[src/rtl/lpc_pkg.sv]
package lpc_pkg;

  // Default width of the tick counter and the loaded counts.
  localparam int unsigned COUNT_BITS_DEF = 8;

  // Widths of the fixed payload fields.
  localparam int unsigned OP_W    = 2;
  localparam int unsigned MODE_W  = 3;
  localparam int unsigned TICKS_W = 8;

  // Operation codes carried by one input beat.
  typedef enum logic [OP_W-1:0] {
    OP_TICK   = 2'd0,
    OP_SET    = 2'd1,
    OP_TOGGLE = 2'd2,
    OP_BLOOP  = 2'd3
  } op_t;

  // LED modes; new_mode codes above MODE_BLOOP are rejected.
  typedef enum logic [MODE_W-1:0] {
    MODE_OFF     = 3'd0,
    MODE_ON      = 3'd1,
    MODE_BLINK   = 3'd2,
    MODE_FLASH   = 3'd3,
    MODE_ONESHOT = 3'd4,
    MODE_BLOOP   = 3'd5
  } mode_t;

  // One registered command as it enters the update logic.
  typedef struct packed {
    op_t                op;
    logic [MODE_W-1:0]  new_mode;
    logic [TICKS_W-1:0] on_ticks;
    logic [TICKS_W-1:0] off_ticks;
    logic               bloop_flag;
  } cmd_t;

  // LED level and mode after one command.
  typedef struct packed {
    logic  led_level;
    mode_t active_mode;
  } res_t;

endpackage

[src/rtl/led_pattern_controller_top.sv]
// LED pattern controller. Each input beat is one command (tick, set mode, toggle or
// bloop event) and yields exactly one result beat: the LED level and the mode in force
// after it. The block takes one beat per clock while the result side takes its beats; a
// command is held in the input register and then in the result register, with the whole
// state update done as a single combinational step between the two. Ready falls only
// while both registers are full and the result side is stalled. COUNT_BITS sets the width
// of the tick counter; the on and off counts are fitted to that width when loaded.
module led_pattern_controller_top #(
  parameter int unsigned COUNT_BITS = lpc_pkg::COUNT_BITS_DEF
) (
  input  logic                        clk,
  input  logic                        rst_n,
  input  logic                        in_valid,
  output logic                        in_ready,
  input  logic [lpc_pkg::OP_W-1:0]    in_operation,
  input  logic [lpc_pkg::MODE_W-1:0]  in_new_mode,
  input  logic [lpc_pkg::TICKS_W-1:0] in_on_ticks,
  input  logic [lpc_pkg::TICKS_W-1:0] in_off_ticks,
  input  logic                        in_bloop_flag,
  output logic                        out_valid,
  input  logic                        out_ready,
  output logic                        out_led_level,
  output logic [lpc_pkg::MODE_W-1:0]  out_active_mode
);
  import lpc_pkg::*;

  logic  a_valid_r;
  cmd_t  a_cmd_r;
  logic  out_valid_r;
  res_t  out_res_r;
  res_t  res;
  logic  b_load, a_move;

  // The result register can load when empty or when its beat is taken.
  assign b_load   = !out_valid_r || out_ready;
  assign a_move   = a_valid_r && b_load;
  assign in_ready = !a_valid_r || b_load;

  // Input register.
  always_ff @(posedge clk) begin
    if (!rst_n) begin
      a_valid_r <= 1'b0;
    end else if (in_ready) begin
      a_valid_r <= in_valid;
    end
  end

  always_ff @(posedge clk) begin
    if (in_valid && in_ready) begin
      a_cmd_r.op         <= op_t'(in_operation);
      a_cmd_r.new_mode   <= in_new_mode;
      a_cmd_r.on_ticks   <= in_on_ticks;
      a_cmd_r.off_ticks  <= in_off_ticks;
      a_cmd_r.bloop_flag <= in_bloop_flag;
    end
  end

  // State and update logic.
  lpc_engine #(
    .COUNT_BITS(COUNT_BITS)
  ) u_engine (
    .clk  (clk),
    .rst_n(rst_n),
    .fire (a_move),
    .cmd  (a_cmd_r),
    .res  (res)
  );

  // Result register.
  always_ff @(posedge clk) begin
    if (!rst_n) begin
      out_valid_r <= 1'b0;
    end else if (b_load) begin
      out_valid_r <= a_valid_r;
    end
  end

  always_ff @(posedge clk) begin
    if (a_move) begin
      out_res_r <= res;
    end
  end

  assign out_valid       = out_valid_r;
  assign out_led_level   = out_res_r.led_level;
  assign out_active_mode = out_res_r.active_mode;

  // The off mode always shows a dark LED and the on mode a lit one.
  a_fixed_level: assert property (@(posedge clk) disable iff (!rst_n)
    out_valid_r |-> ((out_res_r.active_mode != MODE_OFF) || !out_res_r.led_level) &&
                    ((out_res_r.active_mode != MODE_ON) || out_res_r.led_level))
    else $error("LED level disagrees with off or on mode");

  // A held command is never dropped while the result side stalls.
  a_hold_cmd: assert property (@(posedge clk) disable iff (!rst_n)
    a_valid_r && !b_load |=> a_valid_r)
    else $error("Input register lost a command");

  // A set with an unknown mode code leaves the mode unchanged.
  a_bad_mode: assert property (@(posedge clk) disable iff (!rst_n)
    a_move && a_cmd_r.op == OP_SET && a_cmd_r.new_mode > MODE_BLOOP |->
      res.active_mode == u_engine.mode_r)
    else $error("Unknown mode code changed the mode");

  // Each command moved on shows up as a valid result in the next cycle.
  a_result_follows: assert property (@(posedge clk) disable iff (!rst_n)
    a_move |=> out_valid_r)
    else $error("Result beat missing");

endmodule

[src/rtl/lpc_engine.sv]
module lpc_engine #(
  parameter int unsigned COUNT_BITS = lpc_pkg::COUNT_BITS_DEF
) (
  input  logic          clk,
  input  logic          rst_n,
  input  logic          fire,
  input  lpc_pkg::cmd_t cmd,
  output lpc_pkg::res_t res
);
  import lpc_pkg::*;

  mode_t                 mode_r, mode_nxt;
  logic [COUNT_BITS-1:0] tick_r, tick_nxt;
  logic [COUNT_BITS-1:0] chg_r, chg_nxt;
  logic [COUNT_BITS-1:0] dark_r, dark_nxt;
  logic                  led_r, led_nxt;

  logic [COUNT_BITS+TICKS_W-1:0] on_wide, off_wide;
  logic [COUNT_BITS-1:0]         on_cnt, off_cnt;
  logic [COUNT_BITS-1:0]         limit, tick_inc;

  // Loaded counts are fitted to the counter width, truncated or zero-extended.
  assign on_wide  = {{COUNT_BITS{1'b0}}, cmd.on_ticks};
  assign off_wide = {{COUNT_BITS{1'b0}}, cmd.off_ticks};
  assign on_cnt   = on_wide[COUNT_BITS-1:0];
  assign off_cnt  = off_wide[COUNT_BITS-1:0];

  // Flash uses the dark count while unlit; every other pattern uses the change count.
  assign limit    = (mode_r == MODE_FLASH && !led_r) ? dark_r : chg_r;
  assign tick_inc = tick_r + 1'b1;

  // Next state for the command at the head of the input register.
  always_comb begin
    mode_nxt = mode_r;
    tick_nxt = tick_r;
    chg_nxt  = chg_r;
    dark_nxt = dark_r;
    led_nxt  = led_r;
    case (cmd.op)
      OP_TICK: begin
        case (mode_r)
          MODE_BLINK, MODE_FLASH: begin
            if (tick_r == limit) begin
              led_nxt  = ~led_r;
              tick_nxt = '0;
            end else begin
              tick_nxt = tick_inc;
            end
          end
          MODE_ONESHOT, MODE_BLOOP: begin
            // The increment cannot wrap here as the count is below the limit.
            if (tick_r < chg_r) begin
              tick_nxt = tick_inc;
              if (tick_inc >= chg_r) begin
                led_nxt = 1'b0;
              end
            end
          end
          default: ;
        endcase
      end
      OP_SET: begin
        if (cmd.new_mode <= MODE_BLOOP) begin
          mode_nxt = mode_t'(cmd.new_mode);
          tick_nxt = '0;
          chg_nxt  = on_cnt;
          dark_nxt = off_cnt;
          led_nxt  = (cmd.new_mode == MODE_ON) || (cmd.new_mode == MODE_ONESHOT);
        end
      end
      OP_TOGGLE: begin
        if (mode_r == MODE_ON) begin
          mode_nxt = MODE_OFF;
          led_nxt  = 1'b0;
        end else if (mode_r == MODE_OFF) begin
          mode_nxt = MODE_ON;
          led_nxt  = 1'b1;
        end
      end
      OP_BLOOP: begin
        if (mode_r == MODE_BLOOP && cmd.bloop_flag) begin
          led_nxt  = 1'b1;
          tick_nxt = '0;
        end
      end
      default: ;
    endcase
  end

  // State registers advance once per command that moves to the result register.
  always_ff @(posedge clk) begin
    if (!rst_n) begin
      mode_r <= MODE_OFF;
      tick_r <= '0;
      chg_r  <= '0;
      dark_r <= '0;
      led_r  <= 1'b0;
    end else if (fire) begin
      mode_r <= mode_nxt;
      tick_r <= tick_nxt;
      chg_r  <= chg_nxt;
      dark_r <= dark_nxt;
      led_r  <= led_nxt;
    end
  end

  assign res.led_level   = led_nxt;
  assign res.active_mode = mode_nxt;

endmodule

[config.mk]
export PLATFORM = sky130hd
export DESIGN_NAME = led_pattern_controller_top
export DESIGN_NICKNAME = d
export VERILOG_FILES = /design/src/rtl/lpc_pkg.sv /design/src/rtl/led_pattern_controller_top.sv /design/src/rtl/lpc_engine.sv
export SDC_FILE = /design/constraint.sdc
export NUM_CORES = 1
export LEC_CHECK = 0
export ABC_CLOCK_PERIOD_IN_PS = 2600
export CAP_MARGIN = 20
export CORE_MARGIN = 2
export CORE_UTILIZATION = 45
export CTS_BUF_LIST = sky130_fd_sc_hd__clkbuf_16
export CTS_CLUSTER_DIAMETER = 60
export DETAILED_ROUTE_END_ITERATION = 12
export DONT_BUFFER_PORTS = 1
export GPL_TIMING_DRIVEN = 0
export PLACE_DENSITY = 0.62
export SLEW_MARGIN = 20
export SYNTH_ARGS = -nofsm -noshare
export SYNTH_HDL_FRONTEND = slang
export SYNTH_SLANG_ARGS = --single-unit
[constraint.sdc]
create_clock -name clk -period 2.6 [get_ports clk]
set_input_delay 0.52 -clock clk [delete_from_list [all_inputs] [get_ports clk]]
set_output_delay 0.52 -clock clk [all_outputs]
set_load 0.01 [all_outputs]
==> results.py, run 1 <==
metrics = {
    "run_status": {
        "status": "complete, but fails checks",
        "failed_checks": "setup timing",
    },
    "finish": {
        "design_area_sq_um": 3380,
        "fill_cells": 571,
        "seq_area_sq_um": 1390,
        "area_growth_pct": 11.9,
        "antenna_cells": 0,
        "drive_above_1_share_pct": 10.6,
        "final_nets": 368,
        "fin_util_pct": 52.7,
        "multi_input_area_sq_um": 1580,
    },
    "global_route": {
        "overflow": 0,
        "antenna_found_initial": 0,
        "grt_usage_pct": 17.8,
        "grt_first_pass_wirelength_um": 10400,
        "grt_max_degree": 23,
        "grt_pass1_vias": 2140,
    },
    "worst_setup_path": {
        "cp_slowest_stage_delay_ps": 360,
        "crit_path_start_kind": "flop",
        "reg2reg_from": "u_engine.tick_r[4]",
        "reg2reg_depth": 12,
        "worstPathBufferInverterCount": 1,
        "worstPathMaxFanout": 2,
        "critPathKind": "flop to flop",
        "worstPathRequired_ps": 2810,
        "crit_arrival_ps": 2840,
        "r2r_slack_ps": -30,
        "cp_slowest_cell": "a2111oi_2",
        "cp_common_cell": "and3_4",
        "crit_chain": "buf_8 > and3_4 > and3_4 > and3_4 > xor2_2 > ha_1 > nand2_2 > a2111oi_4 > a2111oi_2 > nor3_1 > o221a_2 > o32ai_2",
        "reg2reg_to": "u_engine.led_r",
        "end_kind": "flop",
        "cp_top_family": "compound AO/OA/AOI/OAI gates",
    },
    "clock_network": {
        "clkSinkCount": 56,
        "clockBufferDepth": 2,
        "root_buffer": "clkbuf_16",
        "clkSlewWorstSetupHoldPaths_ps": 70,
        "worstSkewPairLatency_ps": 290,
        "holdBufCountCts": 0,
        "cts_tree": "built",
        "cts.htree.levels": 2,
        "cts_buffers": 5,
    },
    "placement": {
        "gp_congestion": 0.882,
        "placed_area_sq_um": 3120,
        "port_buffers": 0,
        "post-dp-hpwl_um": 4440,
        "place_ws_ps": -366,
    },
    "min_path": {
        "hp-class": "primary input to flop",
        "hp-start": "in_on_ticks[3]",
        "hold_path_end": "a_cmd_r[12]",
        "hold_depth": 0,
    },
    "detailed_routing": {
        "drtIter0Drc": 122,
        "wl_met3_um": 249,
        "met1_length_um": 3010,
        "post-route-drc-count": 0,
        "route.met2.wl_um": 2750,
        "antenna_left": 0,
        "highest_layer": "met4",
        "wire_per_inst_um": 15.3,
        "drtPass1Iterations": 4,
        "vias": 2197,
        "via_per_inst": 5.52,
        "wl_um": 6070,
    },
    "floorplanning": {
        "core_area_sq_um": 6420,
        "start_util_pct": 47.1,
        "die_area_sq_um": 7390,
        "fp.dieH_um": 86.0,
        "std_cell_rows": 29,
        "io_pins": 32,
        "dieWidth_um": 86.0,
    },
    "timing": {
        "slew_violations": 0,
        "rsz0062_at_grt": "true",
        "fin_skew_ps": 3.71,
        "setup_viol": 2,
        "hold_viol_final": 0,
        "fmax_mhz": 380,
        "postLayoutSetupSlackWorst_ps": -33.4,
        "fin_crit_sh_pct": 101,
        "tightestPinTransition_ps": 898,
        "relSlewSlack_pct": 40.1,
        "period_minus_slack_ps": 2630,
    },
    "synthesis": {
        "syn_nets": 358,
        "syn_area_sq_um": 3020,
        "ys_ff_latch": 56,
        "yosys.area.top_type": "edfxtp_1",
        "syn_area_per_cell_sq_um": 9.76,
        "synth_area_leaders": "edfxtp_1 26%, dfxtp_1 20%, ha_1 9.1%",
        "ys_types": 47,
        "synth_ff_type": "dfxtp_1",
        "synth_edf_count": 26,
        "ys_seq_area_share_pct": 45.7,
        "yosys_warnings": 0,
        "synth-async-reset-ratio_pct": 0,
        "synthesis.instances": 310,
        "yosysTopAreaCellShare_pct": 25.8,
    },
    "pwr": {
        "ir_drop_v": 0.000273,
        "cellLeakagePower_nw": 1.26,
        "p_per_area_nw_per_um2": 523,
        "finalPower_mw": 1.77,
    },
    "job": {
        "maxCapViolations": 0,
    },
}
[layout by cell type (no fill, tap or decap), types with 5 or more instances in the layout]
cell type / n
nand2_1: 51
dfxtp_1: 27
edfxtp_1: 26
ha_1: 21
nor2b_1: 20
inv_1: 18
a21boi_0: 18
o21ai_0: 12
a21oi_1: 10
clkbuf_1: 9
nor2_1: 8
xor2_1: 7
nand3_1: 6
a22oi_1: 6
xnor2_1: 5
clkbuf_16: 5
[cell families after synthesis]
| family | count (synthesis) | share of synthesized area [%] |
|---|---|---|
| and+or+nand+nor | 111 | 18.4 |
| AOI/OAI and AO/OA | 71 | 17.4 |
| DFF | 56 | 45.7 |
| buffers and inverters | 33 | 4.34 |
| adders and majority gates | 22 | 9.10 |
| xor gates and xnor gates | 13 | 3.77 |
| muxes | 4 | 1.32 |
[worst max path at each step]
stage	from	endpoint	depth (start not counted)
after floorplan	u_engine.tick_r[4]	u_engine.led_r	12
after global placement	u_engine.tick_r[2]	u_engine.led_r	11
after detailed placement	u_engine.tick_r[4]	out_led_level	12
after CTS	u_engine.tick_r[4]	u_engine.led_r	12
after global routing	u_engine.tick_r[4]	out_led_level	12
final	u_engine.tick_r[4]	u_engine.led_r	12
[metal layers]
metal	up-vias	track usage, %
li1	1114	-
met1	1027	25.2
met2	50	27.9
met3	6	2.98
met4	0	5.19
met5	-	0
[synthesized netlist by cell type, drive strengths merged (3+ instances only)]
library cell / number
nand3: 6
clkbuf: 13
dfxtp: 30
nand4: 3
and3: 4
mux2i: 4
nand2b: 3
xnor2: 5
inv: 18
nor2: 10
o21a: 3
edfxtp: 26
o21ai: 13
nor2b: 20
nor4: 3
nand2: 52
a21boi: 18
a21oi: 10
xor2: 8
ha: 22
a22oi: 6
a2111oi: 3
[through the flow]
| stage | TNS, ps | hold WS (ps) | cells |
|---|---|---|---|
| finish | -37.7 | 322 | 398 |
| global route | -1170 | 310 | 398 |
| CTS | -22.4 | 317 | 398 |
| detailed placement | -3410 | 476 | 387 |
| global placement | -3270 | 462 | 387 |
| floorplan | 0 | 447 | 310 |
[state kept, by name, indices dropped and copies added, names as in the netlist]
register	cells
out_active_mode	3
u_engine.mode_r	3
u_engine.dark_r	8
a_valid_r	1
u_engine.tick_r	8
u_engine.led_r	1
u_engine.chg_r	8
a_cmd_r	22
out_valid	1
out_led_level	1
[worst register-to-register path, stage by stage, from the launching register on]
cell	delay (ps)
dfxtp_2	330
buf_8	120
and3_4	170
and3_4	170
and3_4	180
xor2_2	150
ha_1	330
nand2_2	110
a2111oi_4	50
a2111oi_2	360
nor3_1	90
o221a_2	300
o32ai_2	190
[final cells by class]
type	count	share of cell area, %
multi-input cells	221	46.6
flip-flops and latches	56	41.1
clock buffers	5	3.70
well taps	77	2.85
plain buffers	14	2.29
inverters	18	2.00
repair buffers	4	0.888
clock inverters	3	0.629
[power breakdown]
group / switching [mW] / leakage (nW) / internal, mW
registers: 0.0209 / 0.498 / 0.956
logic: 0.0757 / 0.693 / 0.0499
clock network: 0.307 / 0.0722 / 0.361
total: 0.403 / 1.26 / 1.37
[what timing repair did]
action,CTS,global route
endpoints found under the setup margin,10,20
resized for setup,20,7
pin swaps,9,0
buffers inserted,4,0
endpoints found under the hold margin,0,0
Note: power is estimated with default switching activity, not from simulation.
==> inputs of run 2 (changes only) <==
- ABC_CLOCK_PERIOD_IN_PS: 2600 -> 3200
- PLACE_DENSITY: 0.62 -> 0.6
- clock period: 2.6 -> 3.2 ns (I/O delays scaled with it)
==> run 2 against run 1 <==
- the flow now finishes without violations
- wire length about the same
- critical path depth down 3
- first-iteration DRC count is 21% higher
- global-route usage is 0.33 points lower
- via count down 2.0%
- setup slack improved by 240 ps
- cell area is 3.3% lower
- register-to-register slack gained 240 ps
- largest power group unchanged
- highest routed layer unchanged
==> results.py, run 2 (synthesis gave the netlist of run 1 again) <==
metrics = {
    "timing": {
        "hold_viol_final": 0,
        "period_minus_slack_ps": 3000,
        "slew_violations": 0,
        "relSlewSlack_pct": 37.6,
        "tns_ps": 0,
        "fin_skew_ps": 7.49,
        "fin_crit_sh_pct": 93.6,
        "fmax_mhz": 334,
        "rsz0062_at_grt": "false",
        "setup_viol": 0,
        "tightestPinTransition_ps": 928,
    },
    "finish": {
        "antenna_cells": 0,
        "layout_common_cells": "52 x nand2_1, 30 x dfxtp_1, 26 x edfxtp_1",
        "seq_area_sq_um": 1380,
        "drive_above_1_share_pct": 5.03,
        "final_nets": 365,
        "instances_no_fill": 395,
        "design_area_sq_um": 3270,
        "fill_cells": 578,
        "final_common_cell": "nand2_1",
        "multi_input_area_sq_um": 1510,
        "top_register": "a_cmd_r",
        "largest_reg_flops": 22,
        "area_growth_pct": 8.19,
    },
    "floorplanning": {
        "dieWidth_um": 86.0,
        "fp.dieH_um": 86.0,
        "io_pins": 32,
        "core_area_sq_um": 6420,
        "start_util_pct": 47.1,
        "die_area_sq_um": 7390,
        "std_cell_rows": 29,
    },
    "min_path": {
        "hp-start": "in_on_ticks[3]",
        "hp-class": "primary input to flop",
    },
    "detailed_routing": {
        "antenna_left": 0,
        "vias": 2152,
        "wl_um": 6080,
        "drtIter0Drc": 148,
        "drtPass1Iterations": 5,
        "wire_per_inst_um": 15.4,
        "post-route-drc-count": 0,
        "via_per_inst": 5.45,
    },
    "worst_setup_path": {
        "cp_slowest_stage_delay_ps": 830,
        "cp_slowest_cell": "nor4_2",
        "cp_common_cell": "nor2b_1",
        "r2r_slack_ps": 200,
        "reg2reg_from": "u_engine.tick_r[1]",
        "worstPathRequired_ps": 3430,
        "crit_path_start_kind": "flop",
        "cp_top_family": "simple AND/OR/NAND/NOR gates",
        "worstPathMaxFanout": 9,
        "crit_arrival_ps": 3220,
        "critPathKind": "flop to flop",
        "end_kind": "flop",
        "crit_chain": "ha_1 > nor2b_1 > o2111ai_1 > a32oi_1 > a41o_1 > clkbuf_1 > nor4_2 > a22oi_1 > nor2b_1",
        "worstPathBufferInverterCount": 1,
        "critPathLaunch": "u_engine.tick_r[1]",
    },
    "clock_network": {
        "clkSlewWorstSetupHoldPaths_ps": 80,
        "cts_tree": "built",
        "root_buffer": "clkbuf_16",
        "clockBufferDepth": 2,
        "holdBufCountCts": 0,
        "cts.htree.levels": 2,
        "clkSinkCount": 56,
        "cts_buffers": 5,
        "worstSkewPairLatency_ps": 290,
    },
    "placement": {
        "placed_cells": 387,
        "gp_congestion": 0.894,
        "post-dp-hpwl_um": 4500,
        "placed_area_sq_um": 3120,
        "port_buffers": 0,
    },
    "pwr": {
        "ir_drop_v": 0.000275,
        "cellLeakagePower_nw": 1.23,
        "finalPower_mw": 1.44,
        "p_per_area_nw_per_um2": 440,
    },
    "global_route": {
        "antenna_found_initial": 0,
        "grt_first_pass_wirelength_um": 10100,
        "overflow": 0,
        "grt_max_degree": 23,
        "grt_pass1_vias": 2068,
        "grt_usage_pct": 17.4,
    },
    "run_status": {
        "status": "completed",
    },
    "job": {
        "maxCapViolations": 0,
    },
}
==> run 2: cell count changes in the layout (fill, tap and decap cells not counted), moves of 2 or more <==
cell | before | now
and3_1 | 1 | 4
and3_4 | 3 | 0
buf_4 | 4 | 0
clkbuf_1 | 9 | 12
dfxtp_1 | 27 | 30
dfxtp_4 | 2 | 0
a2111oi_1 | 0 | 2
==> run 2: cell type report <==
cell class | instances | area share (%)
buffer | 15 | 1.99
sequential | 56 | 42.2
clock buffer | 5 | 3.82
multi-input combinational | 221 | 46.3
tap | 77 | 2.94
inverter | 18 | 2.07
clock inverter | 3 | 0.688
==> run 2: report_power, final <==
group | switching, mW | internal [mW] | leakage, nW
combinational | 0.0574 | 0.0366 | 0.662
clock | 0.257 | 0.293 | 0.0742
sequential | 0.0166 | 0.778 | 0.496
total | 0.331 | 1.11 | 1.23
==> run 2: through the flow <==
stage               hold slack (ps)  worst slack, ps  utilization (%)
detailed placement              477             15.0             48.6
finish                          437              205             50.9
CTS                             432              179             50.9
floorplan                       447              531                -
global placement                469             30.1             48.6
global route                    427             21.5             50.9
==> run 2: worst paths after layout <==
kind | end | cells past startpoint
max | u_engine.tick_r[6] | 9
min | a_cmd_r[12] | 0
max reg2reg | u_engine.tick_r[6] | 9
min reg2reg | u_engine.dark_r[2] | 2
==> run 2: timing repair <==
action	in CTS	in global routing
setup endpoints to repair	1	2
resized for setup	1	2
buffers inserted	0	0
==> run 2: metal layers <==
metal  GRT usage, %  vias up  part of all wire, %
met1           24.6      976                   49
met5              0        -                    0
met4           5.63        0                  1.7
met2           26.9       56                   44
li1               -     1112                    -
met3           3.27        8                  5.2
==> run 2: worst reg2reg max path: cells and delay by family (launching register included) <==
kind	cells	cell delay (ps)
AOI/OAI and AO/OA	4	800
buffers and inverters	1	250
DFF	1	470
adders and majority gates	1	280
and+or+nand+nor	3	1120
